===== src/rtl/core/assert_macros.svh =====
// Assertion helpers shared by the RTL.
`ifndef ASSERT_MACROS_SVH
`define ASSERT_MACROS_SVH

`ifndef SYNTHESIS
// Property checked on every rising edge outside reset.
`define LBO_ASSERT(lbl, clk, rst_n, prop) \
	lbl: assert property (@(posedge clk) disable iff (!rst_n) (prop)) \
		else $error("layer blend assertion failed");
// Same-cycle implication.
`define LBO_ASSERT_IMP(lbl, clk, rst_n, ante, cons) \
	lbl: assert property (@(posedge clk) disable iff (!rst_n) (ante) |-> (cons)) \
		else $error("layer blend implication failed");
`else
`define LBO_ASSERT(lbl, clk, rst_n, prop)
`define LBO_ASSERT_IMP(lbl, clk, rst_n, ante, cons)
`endif

`endif


===== src/rtl/core/lbo_pkg.sv =====
package lbo_pkg;

	typedef logic [7:0]  chan_t;
	typedef chan_t [2:0] rgb_t;   // [0] red, [1] green, [2] blue
	typedef logic [14:0] mix_t;   // p*v + (100-p)*b, at most 25500

	// blend mode codes
	localparam logic [2:0] MODE_AVG      = 3'd1;
	localparam logic [2:0] MODE_MULTIPLY = 3'd2;
	localparam logic [2:0] MODE_DARKEN   = 3'd3;
	localparam logic [2:0] MODE_LIGHTEN  = 3'd4;
	localparam logic [2:0] MODE_SCREEN   = 3'd5;

	// register indexes
	localparam logic REG_MODE    = 1'b0;
	localparam logic REG_OPACITY = 1'b1;

	localparam logic [2:0] MODE_RESET    = MODE_AVG;
	localparam logic [6:0] OPACITY_RESET = 7'd0;
	localparam logic [6:0] PCT_FULL      = 7'd100;

	// floor(x/100) == (x*5243) >> 19 for all x <= 25500
	localparam logic [12:0] DIV100_MUL   = 13'd5243;
	localparam int          DIV100_SHIFT = 19;

	typedef struct packed {
		logic [2:0] mode;
		logic [6:0] opacity;
	} blend_cfg_t;

endpackage


===== src/rtl/core/lbo_blend.sv =====
module lbo_blend
	import lbo_pkg::*;
(
	input  logic       clk,
	input  logic       arst_n,
	input  blend_cfg_t cfg,
	input  logic       up_valid,
	output logic       up_ready,
	input  rgb_t       bg,
	input  rgb_t       fg,
	output logic       dn_valid,
	input  logic       dn_ready,
	output rgb_t       blend_s1,
	output rgb_t       bg_s1,
	output logic [6:0] pct_s1,
	output logic       wr_s1
);

	logic       vld_s1;
	logic       mode_ok;
	logic [6:0] pct;
	rgb_t       blend;

	assign up_ready = !vld_s1 || dn_ready;
	assign dn_valid = vld_s1;
	assign pct      = (cfg.opacity > PCT_FULL) ? PCT_FULL : cfg.opacity;

	always_comb begin
		mode_ok = 1'b0;
		unique case (cfg.mode) inside
			MODE_AVG, MODE_MULTIPLY, MODE_DARKEN, MODE_LIGHTEN, MODE_SCREEN: mode_ok = 1'b1;
			default: mode_ok = 1'b0;
		endcase
	end

	for (genvar c = 0; c < 3; c++) begin : g_chan
		logic [8:0]  sum;
		logic [15:0] prod;
		logic [7:0]  inv_f;
		logic [7:0]  inv_b;
		logic [15:0] inv_prod;

		assign sum      = {1'b0, fg[c]} + {1'b0, bg[c]};
		assign prod     = fg[c] * bg[c];
		assign inv_f    = ~fg[c];   // 255 - f
		assign inv_b    = ~bg[c];   // 255 - b
		assign inv_prod = inv_f * inv_b;

		always_comb begin
			unique case (cfg.mode)
				MODE_AVG:      blend[c] = sum[8:1];
				MODE_MULTIPLY: blend[c] = prod[15:8];
				MODE_DARKEN:   blend[c] = (fg[c] < bg[c]) ? fg[c] : bg[c];
				MODE_LIGHTEN:  blend[c] = (fg[c] > bg[c]) ? fg[c] : bg[c];
				MODE_SCREEN:   blend[c] = ~inv_prod[15:8];   // 255 - x
				default:       blend[c] = '0;
			endcase
		end
	end

	always_ff @(posedge clk or negedge arst_n) begin
		if (!arst_n) begin
			vld_s1 <= 1'b0;
		end else if (up_ready) begin
			vld_s1 <= up_valid;
		end
	end

	// unused mode: zero every operand so the result comes out zero
	always_ff @(posedge clk) begin
		if (up_valid && up_ready) begin
			blend_s1 <= blend;
			bg_s1    <= mode_ok ? bg : '0;
			pct_s1   <= mode_ok ? pct : '0;
			wr_s1    <= mode_ok;
		end
	end

endmodule


===== src/rtl/core/lbo_mix.sv =====
module lbo_mix
	import lbo_pkg::*;
(
	input  logic       clk,
	input  logic       arst_n,
	input  logic       up_valid,
	output logic       up_ready,
	input  rgb_t       blend_s1,
	input  rgb_t       bg_s1,
	input  logic [6:0] pct_s1,
	input  logic       wr_s1,
	output logic       dn_valid,
	input  logic       dn_ready,
	output mix_t [2:0] sum_s2,
	output logic       wr_s2
);

	logic       vld_s2;
	logic [6:0] pct_inv;
	mix_t [2:0] sum;

	assign up_ready = !vld_s2 || dn_ready;
	assign dn_valid = vld_s2;
	assign pct_inv  = PCT_FULL - pct_s1;

	for (genvar c = 0; c < 3; c++) begin : g_chan
		mix_t term_v;
		mix_t term_b;
		assign term_v = pct_s1 * blend_s1[c];
		assign term_b = pct_inv * bg_s1[c];
		assign sum[c] = term_v + term_b;
	end

	always_ff @(posedge clk or negedge arst_n) begin
		if (!arst_n) begin
			vld_s2 <= 1'b0;
		end else if (up_ready) begin
			vld_s2 <= up_valid;
		end
	end

	always_ff @(posedge clk) begin
		if (up_valid && up_ready) begin
			sum_s2 <= sum;
			wr_s2  <= wr_s1;
		end
	end

endmodule


===== src/rtl/core/lbo_div.sv =====
module lbo_div
	import lbo_pkg::*;
(
	input  logic       clk,
	input  logic       arst_n,
	input  logic       up_valid,
	output logic       up_ready,
	input  mix_t [2:0] sum_s2,
	input  logic       wr_s2,
	output logic       dn_valid,
	input  logic       dn_ready,
	output rgb_t       pix_s3,
	output logic       wr_s3
);

	logic vld_s3;
	rgb_t quot;

	assign up_ready = !vld_s3 || dn_ready;
	assign dn_valid = vld_s3;

	// divide by 100 through a reciprocal multiply
	for (genvar c = 0; c < 3; c++) begin : g_chan
		logic [27:0] prod;
		assign prod    = sum_s2[c] * DIV100_MUL;
		assign quot[c] = prod[DIV100_SHIFT +: 8];
	end

	always_ff @(posedge clk or negedge arst_n) begin
		if (!arst_n) begin
			vld_s3 <= 1'b0;
		end else if (up_ready) begin
			vld_s3 <= up_valid;
		end
	end

	always_ff @(posedge clk) begin
		if (up_valid && up_ready) begin
			pix_s3 <= quot;
			wr_s3  <= wr_s2;
		end
	end

endmodule


===== src/rtl/core/layer_blend_with_opacity.sv =====
// Channel  Handshake              Payload
// pixel    pix_valid / pix_stall  bg_red bg_green bg_blue fg_red fg_green fg_blue
// result   res_valid / res_stall  out_red out_green out_blue written
// config   cfg_valid / cfg_ready  cfg_index (0 mode, 1 opacity), cfg_data
//
// Three register stages (blend, weighted sum, /100): a pixel taken into the
// blend register moves on to the weighted-sum register and then to the /100
// output register; one pixel per cycle sustained while res_stall stays low.
// Each stage takes new data when empty or when its contents move on, so
// bubbles close up and a stall on the result side backs up stage by stage.
// Reset (arst_n low) empties the pipe, mode returns to average, opacity to 0.
// Config writes are always taken (cfg_ready high).
`include "assert_macros.svh"

module layer_blend_with_opacity
	import lbo_pkg::*;
(
	input  logic       clk,
	input  logic       arst_n,
	// configuration
	input  logic       cfg_valid,
	output logic       cfg_ready,
	input  logic       cfg_index,
	input  logic [6:0] cfg_data,
	// pixel in
	input  logic       pix_valid,
	output logic       pix_stall,
	input  logic [7:0] bg_red,
	input  logic [7:0] bg_green,
	input  logic [7:0] bg_blue,
	input  logic [7:0] fg_red,
	input  logic [7:0] fg_green,
	input  logic [7:0] fg_blue,
	// result out
	output logic       res_valid,
	input  logic       res_stall,
	output logic [7:0] out_red,
	output logic [7:0] out_green,
	output logic [7:0] out_blue,
	output logic       written
);

	// configuration registers
	blend_cfg_t cfg_q;

	// stage links
	logic       s1_ready, s1_valid;
	rgb_t       blend_s1, bg_s1;
	logic [6:0] pct_s1;
	logic       wr_s1;
	logic       s2_ready, s2_valid;
	mix_t [2:0] sum_s2;
	logic       wr_s2;
	logic       s3_ready;
	rgb_t       pix_s3;
	logic       wr_s3;
	rgb_t       bg, fg;

	assign cfg_ready = 1'b1;

	always_ff @(posedge clk or negedge arst_n) begin
		if (!arst_n) begin
			cfg_q.mode    <= MODE_RESET;
			cfg_q.opacity <= OPACITY_RESET;
		end else if (cfg_valid && cfg_ready) begin
			unique case (cfg_index)
				REG_MODE:    cfg_q.mode    <= cfg_data[2:0];
				REG_OPACITY: cfg_q.opacity <= cfg_data;
				default:     ;
			endcase
		end
	end

	assign bg = {bg_blue, bg_green, bg_red};
	assign fg = {fg_blue, fg_green, fg_red};

	assign pix_stall = !s1_ready;

	// stage 1: per-channel blend, mode decode, opacity clamp
	lbo_blend u_blend (
		.clk      (clk),
		.arst_n   (arst_n),
		.cfg      (cfg_q),
		.up_valid (pix_valid),
		.up_ready (s1_ready),
		.bg       (bg),
		.fg       (fg),
		.dn_valid (s1_valid),
		.dn_ready (s2_ready),
		.blend_s1 (blend_s1),
		.bg_s1    (bg_s1),
		.pct_s1   (pct_s1),
		.wr_s1    (wr_s1)
	);

	// stage 2: p*v + (100-p)*b
	lbo_mix u_mix (
		.clk      (clk),
		.arst_n   (arst_n),
		.up_valid (s1_valid),
		.up_ready (s2_ready),
		.blend_s1 (blend_s1),
		.bg_s1    (bg_s1),
		.pct_s1   (pct_s1),
		.wr_s1    (wr_s1),
		.dn_valid (s2_valid),
		.dn_ready (s3_ready),
		.sum_s2   (sum_s2),
		.wr_s2    (wr_s2)
	);

	// stage 3: floor divide by 100; this register is the output
	lbo_div u_div (
		.clk      (clk),
		.arst_n   (arst_n),
		.up_valid (s2_valid),
		.up_ready (s3_ready),
		.sum_s2   (sum_s2),
		.wr_s2    (wr_s2),
		.dn_valid (res_valid),
		.dn_ready (!res_stall),
		.pix_s3   (pix_s3),
		.wr_s3    (wr_s3)
	);

	assign out_red   = pix_s3[0];
	assign out_green = pix_s3[1];
	assign out_blue  = pix_s3[2];
	assign written   = wr_s3;

	// a pixel that is not written comes out black
	`LBO_ASSERT_IMP(a_unwritten_zero, clk, arst_n, res_valid && !written,
		out_red == 8'd0 && out_green == 8'd0 && out_blue == 8'd0)
	// with the output stage empty the whole pipe can take a transaction
	`LBO_ASSERT_IMP(a_empty_no_stall, clk, arst_n, !res_valid, !pix_stall)
	// a fresh result only ever comes from a filled stage 2
	`LBO_ASSERT(a_result_from_s2, clk, arst_n, $rose(res_valid) |-> $past(s2_valid))

endmodule


===== config.mk =====
export PLATFORM = sky130hd
export DESIGN_NAME = layer_blend_with_opacity
export DESIGN_NICKNAME = d
export VERILOG_FILES = /design/src/rtl/core/lbo_pkg.sv /design/src/rtl/core/lbo_blend.sv /design/src/rtl/core/lbo_mix.sv /design/src/rtl/core/lbo_div.sv /design/src/rtl/core/layer_blend_with_opacity.sv
export VERILOG_INCLUDE_DIRS = /design/src /design/src/rtl/core
export SDC_FILE = /design/constraint.sdc
export NUM_CORES = 2
export LEC_CHECK = 0
export ABC_AREA = 0
export CORE_MARGIN = 2
export CORE_UTILIZATION = 55
export CTS_BUF_LIST = sky130_fd_sc_hd__clkbuf_4
export DETAILED_ROUTE_END_ITERATION = 8
export DONT_BUFFER_PORTS = 1
export HOLD_SLACK_MARGIN = 0.03
export PLACE_DENSITY = 0.73
export SYNTH_ARGS = -nofsm -noshare
export SYNTH_HDL_FRONTEND = slang
export SYNTH_HIERARCHICAL = 1
export SYNTH_SLANG_ARGS = --single-unit

===== constraint.sdc =====
create_clock -name clk -period 5.9 [get_ports clk]
set_input_delay 0 -clock clk [delete_from_list [all_inputs] [get_ports clk]]
set_output_delay 0 -clock clk [all_outputs]
set_load 0.01 [all_outputs]

Yosys cells after proc, flatten, opt, wreduce, memory -nomap -nowiden. Index checks and enable logic that the tools add are counted.

Register bits: 140. Output and inout port bits: 28. Logic and storage cells: 93.

Add/sub/neg operators: 7. Multiply operators: 15. Order comparisons: 7. Equality and inequality tests: 5. Multiplexer cells: 11. Bitwise logic cells: 11. Reductions and logical operators: 15.

Operators by type and width (number): 8-bit one-hot mux with 5 select lines (3); 8-bit by 8-bit multiplier with 16-bit output (6); 7-bit by 8-bit multiplier with 15-bit output (6); 15-bit by 13-bit multiplier with 27-bit output (second input constant) (3); 8-bit NOT (9); 8-bit two-way mux (6); 15-bit adder (3); 8-bit by 8-bit adder with 9-bit output (3); 8-bit greater-than comparator (3); 8-bit < comparator (3); 7-bit greater-than comparator (second input constant) (1); 7-bit two-way mux (1); 7-bit subtractor (first input constant) (1); 3-bit by 2-bit equality test with 1-bit output (second input constant) (2); 3-bit equality test (second input constant) (2); 1-bit zero test (5); 5-bit OR reduction (1); 2-bit AND reduction (2); 3-bit by 1-bit equality test with 1-bit output (second input constant) (1); 1-bit logical AND (3); 1-bit logical OR (3); 1-bit NOT (2); 2-bit OR reduction (1); 1-bit two-way mux (1).

Logic depth before layout (Yosys ltp).
Word-level depth: 5. Mapped depth: 28.

Hierarchy. Netlist, hierarchy kept.

Modules (own cells, without submodules): lbo_blend (times used 1, cells an instance 1744, area each 15406.0 um2); lbo_mix (times used 1, cells an instance 1301, area each 12728.5 um2); lbo_div (times used 1, cells an instance 1057, area each 11026.8 um2); layer_blend_with_opacity (times used 1, cells an instance 26, area each 395.4 um2).

Worst setup path after synthesis. OpenSTA, ideal clock, no wires.

Path kind: flip-flop to flip-flop. Start point: register u_blend.pct_s1[0]. End point: register u_mix/sum_s2[13] (netlist name), data pin. Library setup time: 258 ps. Data arrival time: 5997 ps. Data required time: 5642 ps. Slack: -355 ps. Stages on the path, launching flop included: 26. Path buffers: 3. Clock period less this slack: 6255 ps. Cell sequence: edfxtp_1 -> clkbuf_1 -> clkbuf_1 -> inv_1 -> ha_1 -> inv_1 -> a21o_1 -> xor2_1 -> buf_2 -> nand2_1 -> fa_1 -> fa_1 -> inv_1 -> fa_1 -> fa_1 -> fa_1 -> inv_1 -> fa_1 -> inv_1 -> ha_1 -> a21oi_1 -> o21ai_0 -> a41oi_2 -> o31ai_2 -> a21oi_2 -> xnor2_1.

RTL lines: start, declared (RTL line lbo_blend.sv:15) `output logic [6:0] pct_s1,`; start signal, assigned (RTL line lbo_blend.sv:74) `pct_s1 <= mode_ok ? pct : '0;`; end signal, assigned (RTL line lbo_mix.sv:44) `sum_s2 <= sum;`; end, declared (RTL line lbo_mix.sv:14) `output mix_t [2:0] sum_s2,`.

==> results.md <==
- Setup violations remaining at the end of the flow were counted as 0.
- The data arrival time of the worst path is 6.33 ns.
- For the worst setup path, the data required time is 6.33 ns.
- The critical path starts at u_blend/pct_s1[2].
- The final critical delay including setup and external delays is between 5 and 6 ns.
- The via count of the first global-routing pass is 29700.
- Global routing consumed, over all layers together, between 20% and 30% of the routing resources.
- The worst-case setup slack after placement is -0.107 ns.
- The slew at the pin closest to its max-slew limit is between 0.9 and 1 ns.
- The clock root buffer master is sky130_fd_sc_hd__clkbuf_4.
- The number of vias in the routed layout is approximately 28000.
- In this run the count of I/O pins placed on the die edge is 89.
- The later pin in the worst-skew pair is clocked with a latency of 0.71 ns.
- The first global-routing pass estimated around 150000 um of wire.
- The number of slew-limit violations in the final report is 0.
- Counting stages on the worst path, the most repeated cell is sky130_fd_sc_hd__fa_1.
- In this run the critical register-to-register path is launched from u_blend/pct_s1[2].
- The cell depth of the worst setup path is 22.
- The final estimated routing congestion in global placement is a little over 0.9.
- For this run, the number of Yosys warnings is 6.
- The post-route netlist has 5.53% of its cells at a drive strength greater than 1.
- For this design, the slowest cell found on the critical path is sky130_fd_sc_hd__fa_1.
- After clock tree synthesis, the clock-pin slew on the worst setup and hold paths is 0.21 ns.
- For the final database, setup skew stands at 0.0584 ns.
- The fmax is 0.169 GHz.
- Synthesis produced 4128 cells.
- The kind of cell with the highest combined delay on the critical path is adder cells.
- The worst pin sits at a relative slew slack of between 30% and 40%.
- The layout has 6036 filler cells.
- The element type at the critical path end is a flip-flop.
- The vertical die dimension is between 200 and 300 um.
- Counting both buffers and inverters, the worst setup path holds a total of 5.
- The layout-stage area growth over the synthesis result is 6.80%.
- The worst hold-check path type is input port to flip-flop.
- The termination of the worst setup path is u_mix/sum_s2[13].
- In the final design database the tool counted between 5000 and 6000 nets.
- Setup slack on the worst reg-to-reg path comes out at 0.0001 ns.
- The area of combinational cells with multiple inputs is roughly 32000 um^2.
- The flow ran to the end, and the final reports show no timing, DRC or antenna violations.
- The synthesized netlist occupies a cell area of about 40000 um^2.
- Leaving out fill and tap cells, the most frequent cells in the layout are sky130_fd_sc_hd__inv_1, sky130_fd_sc_hd__ha_1, sky130_fd_sc_hd__fa_1.
- The wire-length estimate of the detail-placed layout is 71500 um.
- The quantity of I/O buffers inserted on ports is 0.
- The number of synthesized register bits is between 100 and 150.
- The die area is 74100 um^2.
- In this run the worst path has a maximum fanout of 11.
- The max-capacitance violation count is 0.
- The final hold slack is 0.0882 ns.
- In this run the critical register-to-register path is captured at u_mix/sum_s2[13].
- TritonCTS built the clock tree.
- The library cell used most frequently in the layout, excluding fill and tap cells, is sky130_fd_sc_hd__inv_1.
- The maximum number of pins on one net before global-route repair is 57.
- The final hold violation count is 0.
- Once detail routing completed, the nets flagged for antenna violations numbered 0.
- The average wire per standard cell is ~17 um.
- Registers take between 4000 and 5000 um^2.
- The type of the setup path with the least slack is flip-flop to flip-flop.
- The number of cells on the worst reg-to-reg path is 22.
- The number of nets produced by synthesis is 5585.
- The number of vias per cell is 5.48.
- The post-synthesis average cell area is 9.58 um^2.
- Counting along the longest clock path gives a buffer depth of 2.
- The initial utilization of the core area, before any placement, comes to 55.4%.
- For this run, the leading register cell type out of synthesis is sky130_fd_sc_hd__edfxtp_1.
- The initial antenna violation count is 3.
- The netlist uses 95 different library cells.
- The H-tree was split into 4 levels.
- The critical path goes through buf_6, a21o_1, o21ai_2, xor2_2, buf_6, nand2_2, fa_1, fa_1, inv_2, fa_1, fa_1, fa_1, inv_1, fa_1, inv_2, ha_4, a21oi_2, o21ai_1, a41oi_2, o31ai_2, a21oi_2, xnor2_1.
- The longest individual stage delay on the worst path is 0.51 ns.
- Setup repair after global routing could not meet its margin everywhere.
- The category of the worst setup path launch point is a flip-flop.
- In the post-route analysis, the smallest setup slack over all paths is approximately 0.00012 ns.
- Global routing finished with a remaining overflow of 0.
- The number of design-rule violations left by the first detailed-router iteration is 1767.
- Of all flip-flops after synthesis, the portion carrying an async set or reset was 9.29%.
- The clock drives 140 sinks.
- The width of the chip is 272 um.
- The core outline area is between 70000 and 80000 um^2.
- The share of the cycle needed by the critical path after routing is 100%.
- The number of CTS-inserted buffers is 17.
- The remaining design rule violation count is 0.
- Sequential elements use 10.5% of the synthesized area.
- The number of iterations in the first detailed-routing pass is 5.
- For this block, the routed nets add up to 90000 um of wire.
- The count of flip-flops with a built-in enable after synthesis is 127.
- The count of standard-cell rows is 98.
- In this run the most critical hold path is launched from bg_green[5].
==> timing repair <==
action                                  4_1_cts  5_1_grt
endpoints found under the setup margin       11       17
setup buffers                                 1       20
gates cloned                                  0        1
hold buffers                                 75        0
gates resized for setup                       2       63
pin swaps                                     0       28
hold endpoints to repair                    101        0
==> through the flow <==
step / instances / utilization, % / instance area, um^2 / setup TNS, ns
finish: 5146 / 59.2 / 42200 / 0
global route: 5146 / 59.2 / 42200 / -0.907
CTS: 5122 / 58.6 / 41800 / 0
detailed placement: 5014 / 57.0 / 40700 / -0.403
global placement: 5014 / 57.0 / 40700 / 0
floorplan: 4128 / - / 39700 / 0
==> logic make-up after synthesis <==
logic type | share of synthesized area (%)
adders and majority gates | 56.6
buffers and inverters | 10.0
and+or+nand+nor | 12.0
AOI/OAI and AO/OA | 6.73
DFF | 10.5
xor gates and xnor gates | 3.07
muxes | 1.01
other | 0.00948
==> registers in the layout, summed over array words and instances (netlist names) <==
| signal | count |
|---|---|
| u_blend/pct_s1 | 7 |
| u_div/wr_s3 | 1 |
| u_blend/blend_s1 | 24 |
| u_mix/wr_s2 | 1 |
| u_blend/bg_s1 | 24 |
| u_mix/dn_valid | 1 |
| u_mix/sum_s2 | 45 |
| u_blend/wr_s1 | 1 |
| u_div/dn_valid | 1 |
| cfg_q | 10 |
| u_blend/dn_valid | 1 |
| u_div/pix_s3 | 24 |
==> worst min-delay path by stage <==
| stage | to | slack, ns | cells past startpoint |
|---|---|---|---|
| after detailed placement | cfg_q[8] | -0.30 | 0 |
| after floorplan | cfg_q[0] | -0.30 | 0 |
| after CTS | u_blend/blend_s1[14] | 0.03 | 4 |
| final | u_blend/blend_s1[13] | 0.09 | 4 |
| after global placement | cfg_q[9] | -0.30 | 0 |
| after global routing | u_blend/blend_s1[8] | 0.07 | 5 |
==> per-layer routing <==
metal	wire [um]	up-vias	global-route usage (%)
li1	-	13100	-
met1	38400	14100	33.4
met2	43600	876	42.8
met3	5130	179	3.10
met4	2830	0	7.95
met5	0	-	0
==> final cells by class <==
cell class | instances | area share [%]
Antenna cell | 3 | 0.0178
Clock buffer | 17 | 0.302
Clock inverter | 15 | 0.459
Inverter | 941 | 8.37
Multi-Input combinational cell | 2948 | 75.3
Sequential cell | 140 | 9.80
Tap cell | 950 | 2.81
Timing Repair Buffer | 132 | 2.93
==> worst reg2reg max path, stage by stage, from the launching register on <==
cell and delay, ns:
sky130_fd_sc_hd__edfxtp_1 0.50, sky130_fd_sc_hd__buf_6 0.19, sky130_fd_sc_hd__a21o_1 0.23, sky130_fd_sc_hd__o21ai_2 0.17, sky130_fd_sc_hd__xor2_2 0.21, sky130_fd_sc_hd__buf_6 0.16, sky130_fd_sc_hd__nand2_2 0.06, sky130_fd_sc_hd__fa_1 0.46
sky130_fd_sc_hd__fa_1 0.51, sky130_fd_sc_hd__inv_2 0.05, sky130_fd_sc_hd__fa_1 0.49, sky130_fd_sc_hd__fa_1 0.43, sky130_fd_sc_hd__fa_1 0.49, sky130_fd_sc_hd__inv_1 0.05, sky130_fd_sc_hd__fa_1 0.49, sky130_fd_sc_hd__inv_2 0.05
sky130_fd_sc_hd__ha_4 0.29, sky130_fd_sc_hd__a21oi_2 0.06, sky130_fd_sc_hd__o21ai_1 0.16, sky130_fd_sc_hd__a41oi_2 0.08, sky130_fd_sc_hd__o31ai_2 0.28, sky130_fd_sc_hd__a21oi_2 0.09, sky130_fd_sc_hd__xnor2_1 0.13
==> synthesized netlist by cell type, types with 9 or more instances <==
cell type	n	area, um^2
sky130_fd_sc_hd__a211oi_1	12	90.1
sky130_fd_sc_hd__a21o_1	37	278
sky130_fd_sc_hd__a21oi_1	109	546
sky130_fd_sc_hd__a221oi_1	9	78.8
sky130_fd_sc_hd__and2_1	265	1660
sky130_fd_sc_hd__and3_1	11	68.8
sky130_fd_sc_hd__clkbuf_1	82	308
sky130_fd_sc_hd__clkinv_1	28	105
sky130_fd_sc_hd__dfrtp_1	12	300
sky130_fd_sc_hd__edfxtp_1	127	3810
sky130_fd_sc_hd__fa_1	657	13200
sky130_fd_sc_hd__ha_1	739	9250
sky130_fd_sc_hd__inv_1	907	3400
sky130_fd_sc_hd__mux2_2	12	135
sky130_fd_sc_hd__mux2i_1	25	250
sky130_fd_sc_hd__nand2_1	249	935
sky130_fd_sc_hd__nand2b_1	15	93.8
sky130_fd_sc_hd__nand3_1	20	100
sky130_fd_sc_hd__nand4_1	14	87.6
sky130_fd_sc_hd__nor2_1	332	1250
sky130_fd_sc_hd__nor2b_1	14	87.6
sky130_fd_sc_hd__nor3_1	27	135
sky130_fd_sc_hd__o211ai_1	17	128
sky130_fd_sc_hd__o21a_1	18	135
sky130_fd_sc_hd__o21ai_0	51	255
sky130_fd_sc_hd__o21ai_1	15	75.1
sky130_fd_sc_hd__o21bai_1	12	90.1
sky130_fd_sc_hd__o22ai_1	16	100
sky130_fd_sc_hd__xnor2_1	97	850
sky130_fd_sc_hd__xor2_1	40	350
Power is left out: the tool's default activity adds up to more than one toggle a clock period on the data nets, which glitch-free logic cannot reach.
